===== src/sv/assert_macros.svh =====
// Assertion helpers shared by the gradient palette modules.
// Each helper samples on clk_i and is disabled while rst_ni is low.
`ifndef ASSERT_MACROS_SVH
`define ASSERT_MACROS_SVH
`ifndef SYNTH
`define ASSERT_ALWAYS(lbl, prop, msg) \
  lbl: assert property (@(posedge clk_i) disable iff (!rst_ni) (prop)) else $error(msg);
`define ASSERT_NEXT(lbl, ante, cons, msg) \
  lbl: assert property (@(posedge clk_i) disable iff (!rst_ni) (ante) |=> (cons)) else $error(msg);
`else
`define ASSERT_ALWAYS(lbl, prop, msg)
`define ASSERT_NEXT(lbl, ante, cons, msg)
`endif
`endif


===== src/sv/gpe_pkg.sv =====
package gpe_pkg;

  // Field widths.
  localparam int ColorW = 8;
  localparam int PosW   = 9;
  localparam int RgbW   = 3 * ColorW;
  localparam int NumW   = 17;   // holds 255 * 511

  // Palette length; lookup indexes saturate to its last entry.
  localparam int TableSize = 256;

  // Action codes.
  typedef enum logic [1:0] {
    ACT_CLEAR  = 2'd0,
    ACT_APPEND = 2'd1,
    ACT_LOOKUP = 2'd2
  } action_e;

  // Controller states.
  typedef enum logic [2:0] {
    ST_IDLE,
    ST_SCAN,
    ST_MULT,
    ST_DIV,
    ST_DONE
  } state_e;

  // Commands from the controller to the datapath.
  typedef struct packed {
    logic take;   // accept the transfer on the input ports
    logic scan;   // evaluate one checkpoint
    logic mult;   // form the weighted sums
    logic div;    // one quotient bit per channel
  } ctrl_t;

  // Status from the datapath to the controller.
  typedef struct packed {
    logic empty;     // no checkpoints stored
    logic hit;       // current checkpoint closes the segment holding the entry
    logic last_pt;   // current checkpoint is the last stored one
    logic div_last;  // final division step
  } stat_t;

endpackage


===== src/sv/gpe_ctrl.sv =====
module gpe_ctrl (
  input  logic            clk_i,
  input  logic            rst_ni,
  input  logic            start_i,
  input  logic [1:0]      action_i,
  input  gpe_pkg::stat_t  stat_i,
  output gpe_pkg::ctrl_t  cmd_o,
  output logic            busy_o,
  output logic            done_o
);
  import gpe_pkg::*;

  `include "assert_macros.svh"

  state_e state_q, state_d;

  // State register.
  always_ff @(posedge clk_i or negedge rst_ni) begin
    if (!rst_ni) begin
      state_q <= ST_IDLE;
    end else begin
      state_q <= state_d;
    end
  end

  // Next state and commands.
  always_comb begin
    state_d = state_q;
    cmd_o   = '0;
    busy_o  = 1'b1;
    done_o  = 1'b0;
    case (state_q)
      ST_IDLE: begin
        busy_o = 1'b0;
        if (start_i) begin
          cmd_o.take = 1'b1;
          if ((action_e'(action_i) == ACT_LOOKUP) && !stat_i.empty) begin
            state_d = ST_SCAN;
          end else begin
            state_d = ST_DONE;
          end
        end
      end
      ST_SCAN: begin
        cmd_o.scan = 1'b1;
        if (stat_i.hit) begin
          state_d = ST_MULT;
        end else if (stat_i.last_pt) begin
          state_d = ST_DONE;
        end
      end
      ST_MULT: begin
        cmd_o.mult = 1'b1;
        state_d    = ST_DIV;
      end
      ST_DIV: begin
        cmd_o.div = 1'b1;
        if (stat_i.div_last) begin
          state_d = ST_DONE;
        end
      end
      ST_DONE: begin
        done_o  = 1'b1;
        state_d = ST_IDLE;
      end
      default: begin
        state_d = ST_IDLE;
      end
    endcase
  end

  `ASSERT_NEXT(a_done_pulse, done_o, !done_o, "result strobe held longer than one cycle")
  `ASSERT_NEXT(a_take_busy, start_i && !busy_o, busy_o, "accepted transfer did not raise busy")
  `ASSERT_NEXT(a_mult_div, state_q == ST_MULT, state_q == ST_DIV, "multiply not followed by divide")

endmodule


===== src/sv/gpe_datapath.sv =====
module gpe_datapath #(
  parameter int MAX_POINTS = 16
) (
  input  logic                        clk_i,
  input  logic                        rst_ni,
  input  gpe_pkg::ctrl_t              cmd_i,
  input  logic [1:0]                  action_i,
  input  logic [gpe_pkg::PosW-1:0]    position_i,
  input  logic [gpe_pkg::ColorW-1:0]  red_in_i,
  input  logic [gpe_pkg::ColorW-1:0]  green_in_i,
  input  logic [gpe_pkg::ColorW-1:0]  blue_in_i,
  output gpe_pkg::stat_t              stat_o,
  output logic [gpe_pkg::ColorW-1:0]  red_out_o,
  output logic [gpe_pkg::ColorW-1:0]  green_out_o,
  output logic [gpe_pkg::ColorW-1:0]  blue_out_o,
  output logic                        status_o
);
  import gpe_pkg::*;

  `include "assert_macros.svh"

  localparam int IW   = $clog2(MAX_POINTS);
  localparam int CW   = $clog2(MAX_POINTS + 1);
  localparam int EntW = PosW + RgbW;
  localparam int DenW = NumW;

  // Checkpoint store: position above colour, one entry per checkpoint.
  logic [EntW-1:0] mem_q [MAX_POINTS];
  logic [EntW-1:0] rd_q;
  logic [IW-1:0]   rd_addr;
  logic            wr_en;

  logic [CW-1:0]   cnt_q;
  logic [IW-1:0]   idx_q;
  logic [PosW-1:0] k_q, start_q, d_q, n_q;
  logic [RgbW-1:0] run_q, c0_q, c1_q;
  logic [NumW-1:0] num_q [3];
  logic [NumW-1:0] num_d [3];
  logic [DenW-1:0] den_q;
  logic [ColorW-1:0] quo_q [3];
  logic [ColorW-1:0] quo_d [3];
  logic [2:0]      step_q;
  logic [ColorW-1:0] red_q, green_q, blue_q;
  logic            status_q;

  logic            full;
  action_e         act;
  logic [PosW-1:0] k_in;
  logic [PosW-1:0] pt_pos;
  logic [RgbW-1:0] pt_rgb;
  logic            adv;

  assign act    = action_e'(action_i);
  assign full   = cnt_q >= CW'(MAX_POINTS);
  assign wr_en  = cmd_i.take && (act == ACT_APPEND) && !full;
  assign k_in   = (32'(position_i) >= TableSize) ? PosW'(TableSize - 1) : position_i;
  assign pt_pos = rd_q[EntW-1:RgbW];
  assign pt_rgb = rd_q[RgbW-1:0];
  assign adv    = pt_pos > start_q;

  // The scan reads the next entry while it evaluates the current one.
  assign rd_addr = cmd_i.scan ? IW'(idx_q + IW'(1)) : '0;

  // Checkpoint memory with registered read.
  always_ff @(posedge clk_i) begin
    if (wr_en) begin
      mem_q[cnt_q[IW-1:0]] <= {position_i, red_in_i, green_in_i, blue_in_i};
    end
    rd_q <= mem_q[rd_addr];
  end

  // Status toward the controller.
  always_comb begin
    stat_o.empty    = cnt_q == '0;
    stat_o.hit      = adv && (k_q < pt_pos);
    stat_o.last_pt  = (CW'(idx_q) + CW'(1)) == cnt_q;
    stat_o.div_last = step_q == 3'd7;
  end

  // Checkpoint count.
  always_ff @(posedge clk_i or negedge rst_ni) begin
    if (!rst_ni) begin
      cnt_q <= '0;
    end else if (cmd_i.take && (act == ACT_CLEAR)) begin
      cnt_q <= '0;
    end else if (wr_en) begin
      cnt_q <= cnt_q + CW'(1);
    end
  end

  // Restoring division step, one quotient bit per channel. The quotient of a
  // convex mix never exceeds 255, so eight steps from d shifted by seven suffice.
  always_comb begin
    for (int ch = 0; ch < 3; ch++) begin
      if (num_q[ch] >= den_q) begin
        num_d[ch] = num_q[ch] - den_q;
        quo_d[ch] = {quo_q[ch][ColorW-2:0], 1'b1};
      end else begin
        num_d[ch] = num_q[ch];
        quo_d[ch] = {quo_q[ch][ColorW-2:0], 1'b0};
      end
    end
  end

  // Scan, multiply and divide registers.
  always_ff @(posedge clk_i) begin
    if (cmd_i.take) begin
      k_q     <= k_in;
      start_q <= '0;
      run_q   <= '0;
      idx_q   <= '0;
    end
    if (cmd_i.scan) begin
      if (stat_o.hit) begin
        d_q  <= pt_pos - start_q;
        n_q  <= k_q - start_q;
        c0_q <= run_q;
        c1_q <= pt_rgb;
      end else begin
        if (adv) begin
          start_q <= pt_pos;
        end
        run_q <= pt_rgb;
        idx_q <= idx_q + IW'(1);
      end
    end
    if (cmd_i.mult) begin
      for (int ch = 0; ch < 3; ch++) begin
        num_q[ch] <= NumW'(c0_q[ch*ColorW +: ColorW]) * NumW'(d_q - n_q)
                   + NumW'(c1_q[ch*ColorW +: ColorW]) * NumW'(n_q);
        quo_q[ch] <= '0;
      end
      den_q  <= {1'b0, d_q, 7'b0};
      step_q <= '0;
    end
    if (cmd_i.div) begin
      for (int ch = 0; ch < 3; ch++) begin
        num_q[ch] <= num_d[ch];
        quo_q[ch] <= quo_d[ch];
      end
      den_q  <= den_q >> 1;
      step_q <= step_q + 3'd1;
    end
  end

  // Result registers; channel 2 is red, channel 0 is blue.
  always_ff @(posedge clk_i) begin
    if (cmd_i.take) begin
      red_q    <= '0;
      green_q  <= '0;
      blue_q   <= '0;
      status_q <= (act == ACT_APPEND) && full;
    end else if (cmd_i.scan && !stat_o.hit && stat_o.last_pt) begin
      red_q   <= pt_rgb[2*ColorW +: ColorW];
      green_q <= pt_rgb[ColorW +: ColorW];
      blue_q  <= pt_rgb[0 +: ColorW];
    end else if (cmd_i.div && stat_o.div_last) begin
      red_q   <= quo_d[2];
      green_q <= quo_d[1];
      blue_q  <= quo_d[0];
    end
  end

  assign red_out_o   = red_q;
  assign green_out_o = green_q;
  assign blue_out_o  = blue_q;
  assign status_o    = status_q;

  `ASSERT_ALWAYS(a_cnt_bound, cnt_q <= CW'(MAX_POINTS), "checkpoint count beyond table size")
  `ASSERT_NEXT(a_den_nonzero, cmd_i.mult, den_q != '0, "segment length of zero reached divider")

endmodule


===== src/sv/gradient_palette_expander.sv =====
// Clear, append, unused code and empty-table lookup: the result transfer comes in the cycle
// after the transfer is accepted. A lookup first scans the stored checkpoints in order, from one
// up to MAX_POINTS of them; when the entry lies past the last checkpoint the result follows the
// scan, otherwise the multiply and the eight-step bit-serial divider come in between.
// Busy stays high through the result cycle, so a new transfer is taken in the cycle after it.
// Reset clears the checkpoint count and controller; the receiver cannot stall results.
module gradient_palette_expander #(
  parameter int MAX_POINTS = 16
) (
  input  logic                        clk_i,
  input  logic                        rst_ni,
  input  logic                        start,
  output logic                        busy,
  input  logic [1:0]                  action_i,
  input  logic [gpe_pkg::PosW-1:0]    position_i,
  input  logic [gpe_pkg::ColorW-1:0]  red_in_i,
  input  logic [gpe_pkg::ColorW-1:0]  green_in_i,
  input  logic [gpe_pkg::ColorW-1:0]  blue_in_i,
  output logic                        done_o,
  output logic [gpe_pkg::ColorW-1:0]  red_out_o,
  output logic [gpe_pkg::ColorW-1:0]  green_out_o,
  output logic [gpe_pkg::ColorW-1:0]  blue_out_o,
  output logic                        status_o
);
  import gpe_pkg::*;

  ctrl_t cmd;
  stat_t stat;

  // Sequencer.
  gpe_ctrl u_ctrl (
    .clk_i    (clk_i),
    .rst_ni   (rst_ni),
    .start_i  (start),
    .action_i (action_i),
    .stat_i   (stat),
    .cmd_o    (cmd),
    .busy_o   (busy),
    .done_o   (done_o)
  );

  // Checkpoint store, scan and interpolation.
  gpe_datapath #(
    .MAX_POINTS (MAX_POINTS)
  ) u_datapath (
    .clk_i       (clk_i),
    .rst_ni      (rst_ni),
    .cmd_i       (cmd),
    .action_i    (action_i),
    .position_i  (position_i),
    .red_in_i    (red_in_i),
    .green_in_i  (green_in_i),
    .blue_in_i   (blue_in_i),
    .stat_o      (stat),
    .red_out_o   (red_out_o),
    .green_out_o (green_out_o),
    .blue_out_o  (blue_out_o),
    .status_o    (status_o)
  );

endmodule

===== config.mk =====
export PLATFORM = sky130hd
export DESIGN_NAME = gradient_palette_expander
export DESIGN_NICKNAME = d
export VERILOG_FILES = /design/src/sv/gpe_pkg.sv /design/src/sv/gpe_ctrl.sv /design/src/sv/gpe_datapath.sv /design/src/sv/gradient_palette_expander.sv
export VERILOG_INCLUDE_DIRS = /design/src /design/src/sv
export SDC_FILE = /design/constraint.sdc
export NUM_CORES = 2
export LEC_CHECK = 0
export CAP_MARGIN = 20
export CORE_MARGIN = 4
export CORE_UTILIZATION = 50
export DETAILED_ROUTE_END_ITERATION = 12
export DONT_BUFFER_PORTS = 1
export SLEW_MARGIN = 10
export SYNTH_ARGS = -nofsm -noshare
export SYNTH_HDL_FRONTEND = slang
export SYNTH_SLANG_ARGS = --single-unit
export TNS_END_PERCENT = 10

===== constraint.sdc =====
create_clock -name clk_i -period 20.5 [get_ports clk_i]
set_input_delay 1.025 -clock clk_i [delete_from_list [all_inputs] [get_ports clk_i]]
set_output_delay 1.025 -clock clk_i [all_outputs]
set_load 0.02 [all_outputs]

==> results.toml <==
[placement]
routabilityCongestion = 0.861
port_buffers = 0
dp_hpwl_um = 82300

[drt]
vias = 32200
firstDrtPassIters = 8
wl_um = 123000
routed_via_density = 5.56
drt_iter0_drc = 2392
wl_per_cell_um = 21.3
drc = 0
postRouteAntennaNets = 0

[timing]
setup_violations = 0
max_slew_margin = 0.290
worst_slew_pin_slew_ns = 1.06
clock.fmax_mhz = 115
min_period_ns = 8.70
rsz0062_at_grt = "false"
report.final.hold_viol_count = 0
finalCritPeriodShare = 0.425
timing.setup.tns_ns = 0
finClkSkew_ns = 0.0507
slew_viol_final = 0

[yosys]
synth_ff_type = "edfxtp_1"
ys_seq_elements = 797
async_flop_share = 0.0100
netlist_area_mm2 = 0.0500
syn_area_per_cell_um2 = 11.1
synthCells = 4500
yosys_warnings = 0
synth-edff-count = 695
yosysUniqueCellTypes = 72
seq_area_frac_synth = 0.459
synth_nets = 5185

[floorplan]
die_h_um = 324
core_area_mm2 = 0.0989
initial_core_util = 0.506
die_w_um = 324
die_area_mm2 = 0.105
rows = 115
io_pins = 65

[clocking]
clk_latency_ns = 0.66
cts_buffers = 85
root_buffer = "clkbuf_16"
clockBufferDepth = 3
clock-sinks = 797
tritoncts = "done"
h-tree-depth = 3
clkTransAtPathRegs_ns = 0.06
post_cts_resized = 0

[cells_and_area]
final_common_cell = "edfxtp_1"
nFillCells = 8606
area_growth_pct = 8.59
mostFrequentLayoutCells = "695 x edfxtp_1, 652 x inv_1, 512 x nand2_1"
drive_gt1_frac = 0.0553
nNetsFinal = 5116

[setup_path]
path_class = "flip-flop to flip-flop"
crit_path_end_kind = "flip-flop"
rr_worst_depth = 31
path_common_cell = "inv_1"
reg2reg_slack_ns = 11.80
cp_slowest_cell = "edfxtp_1"
r2r-end = "u_datapath.num_q[0][16]"
reg2reg_from = "u_datapath.n_q[1]"
start_kind = "flip-flop"
crit_start = "u_datapath.n_q[1]"
critPathArrivalTime_ns = 9.07
critPathMaxFanout = 26
max_stage_delay_ns = 0.98
required_ns = 20.87

[global_routing]
grt.overflow.total = 0
grt_max_degree = 189
grt_pass1_wl_um = 192000
track_usage = 0.239
antenna_found_initial = 4
grt_pass1_vias = 32200

[status]
status = "finished clean"

[job]
cap_violations = 0

[hold_path]
hold_path_class = "input port to async pin"
layer usage:
metal  vias to the layer above  track usage  share of wire  wire length (um)
li1                      15100            -              -                 -
met1                     16000        0.319           0.43             52400
met2                       804        0.402           0.49             59700
met3                       215       0.0307          0.051              6230
met4                         0       0.0893          0.038              4740
met5                         -            0              0                 0
layout make-up:
| class | instances | area [um^2] | share of cell area |
|---|---|---|---|
| diodes | 1 | 2.50 | 0.0000461 |
| inverters | 654 | 2450 | 0.0452 |
| multi-input cells | 2831 | 24000 | 0.442 |
| flip-flops and latches | 797 | 23000 | 0.423 |
| repair buffers | 62 | 492 | 0.00906 |
| clock inverters | 33 | 405 | 0.00747 |
| clock buffers | 123 | 2390 | 0.0441 |
| well taps | 1287 | 1610 | 0.0297 |
repair_timing:
item / CTS / global route
buffers inserted: 0 / 0
hold buffers: 1 / 0
endpoints found under the hold margin: 1 / 0
how the worst max path moves through the flow:
| stage | to | slack, ns |
|---|---|---|
| 4_1_cts | u_datapath.num_q[0][16] | 11.85 |
| 5_1_grt | u_datapath.num_q[0][16] | 11.35 |
| 2_1_floorplan | u_datapath.num_q[0][16] | 12.97 |
| 6_report | u_datapath.num_q[0][16] | 11.80 |
| 3_5_place_dp | u_datapath.num_q[0][16] | 11.84 |
| 3_3_place_gp | u_datapath.num_q[0][16] | 12.05 |
registers in the layout, summed over array words and instances, names as in the netlist, 4 cells and up:
register                flops
u_datapath.green_out_o      8
u_datapath.c0_q            24
u_datapath.d_q              9
u_datapath.num_q           51
u_datapath.k_q              9
u_datapath.mem_q          528
u_datapath.c1_q            24
u_datapath.idx_q            4
u_datapath.den_q           16
u_datapath.start_q          9
u_datapath.n_q              9
u_datapath.red_out_o        8
u_datapath.run_q           24
u_datapath.quo_q           21
u_datapath.cnt_q            5
u_datapath.rd_q            33
u_datapath.blue_out_o       8
synthesized netlist by cell type, drive strengths merged, types with 3 or more instances:
master | n | share of area
a211oi | 181 | 0.027
a21boi | 5 | 0.00075
a21o | 37 | 0.0056
a21oi | 159 | 0.016
a221o | 4 | 0.00080
a22oi | 18 | 0.0027
a311oi | 70 | 0.012
a31o | 6 | 0.0011
a31oi | 81 | 0.010
a41oi | 4 | 0.00070
and2 | 249 | 0.031
and3 | 49 | 0.0061
buf | 22 | 0.0019
clkbuf | 196 | 0.015
dfrtp | 8 | 0.0040
dfxtp | 94 | 0.038
edfxtp | 695 | 0.42
fa | 390 | 0.16
ha | 257 | 0.064
inv | 654 | 0.049
mux2i | 7 | 0.0014
nand2 | 515 | 0.039
nand2b | 35 | 0.0044
nand3 | 59 | 0.0059
nand3b | 3 | 0.00045
nand4 | 14 | 0.0018
nor2 | 109 | 0.0082
nor2b | 182 | 0.023
nor3 | 37 | 0.0037
nor3b | 5 | 0.00085
nor4 | 4 | 0.00050
o2111ai | 3 | 0.00053
o211ai | 9 | 0.0016
o21a | 22 | 0.0033
o21ai | 108 | 0.011
o21bai | 3 | 0.00045
o22ai | 4 | 0.00050
o31ai | 21 | 0.0032
o41ai | 5 | 0.00088
or2 | 13 | 0.0016
or3 | 12 | 0.0015
xnor2 | 81 | 0.014
xor2 | 45 | 0.0079
cells by family after synthesis:
logic type,share of synthesized area
XOR/XNOR,0.0225
buffers and inverters,0.0657
AND/OR/NAND/NOR,0.129
AO/OA/AOI/OAI,0.101
other,0.0000750
flip-flops,0.459
multiplexers,0.00185
adder cells (fa/ha/maj),0.221
critical path, delay by kind of cell, from the launching register on:
| family | cells | cell delay [ns] |
|---|---|---|
| AOI/OAI and AO/OA | 5 | 1.36 |
| xor gates and xnor gates | 3 | 0.71 |
| adders and majority gates | 8 | 3.41 |
| buffers and inverters | 8 | 0.71 |
| DFF | 1 | 0.98 |
| muxes | 1 | 0.07 |
| and+or+nand+nor | 6 | 1.20 |
metrics by stage:
stage	instances	util	setup slack (ns)	hold WS [ns]	cell area [um^2]
after global placement	5627	0.520	12.05	0.413	51400
final	5788	0.549	11.80	0.0565	54300
after floorplan	4500	-	12.97	0.408	50000
after CTS	5785	0.549	11.85	0.0000643	54300
after detailed placement	5628	0.520	11.84	0.415	51400
after global routing	5787	0.549	11.35	0.0167	54300
Power is not shown: default switching activity piles up to over one toggle a cycle in this logic, so the estimate is an artifact.
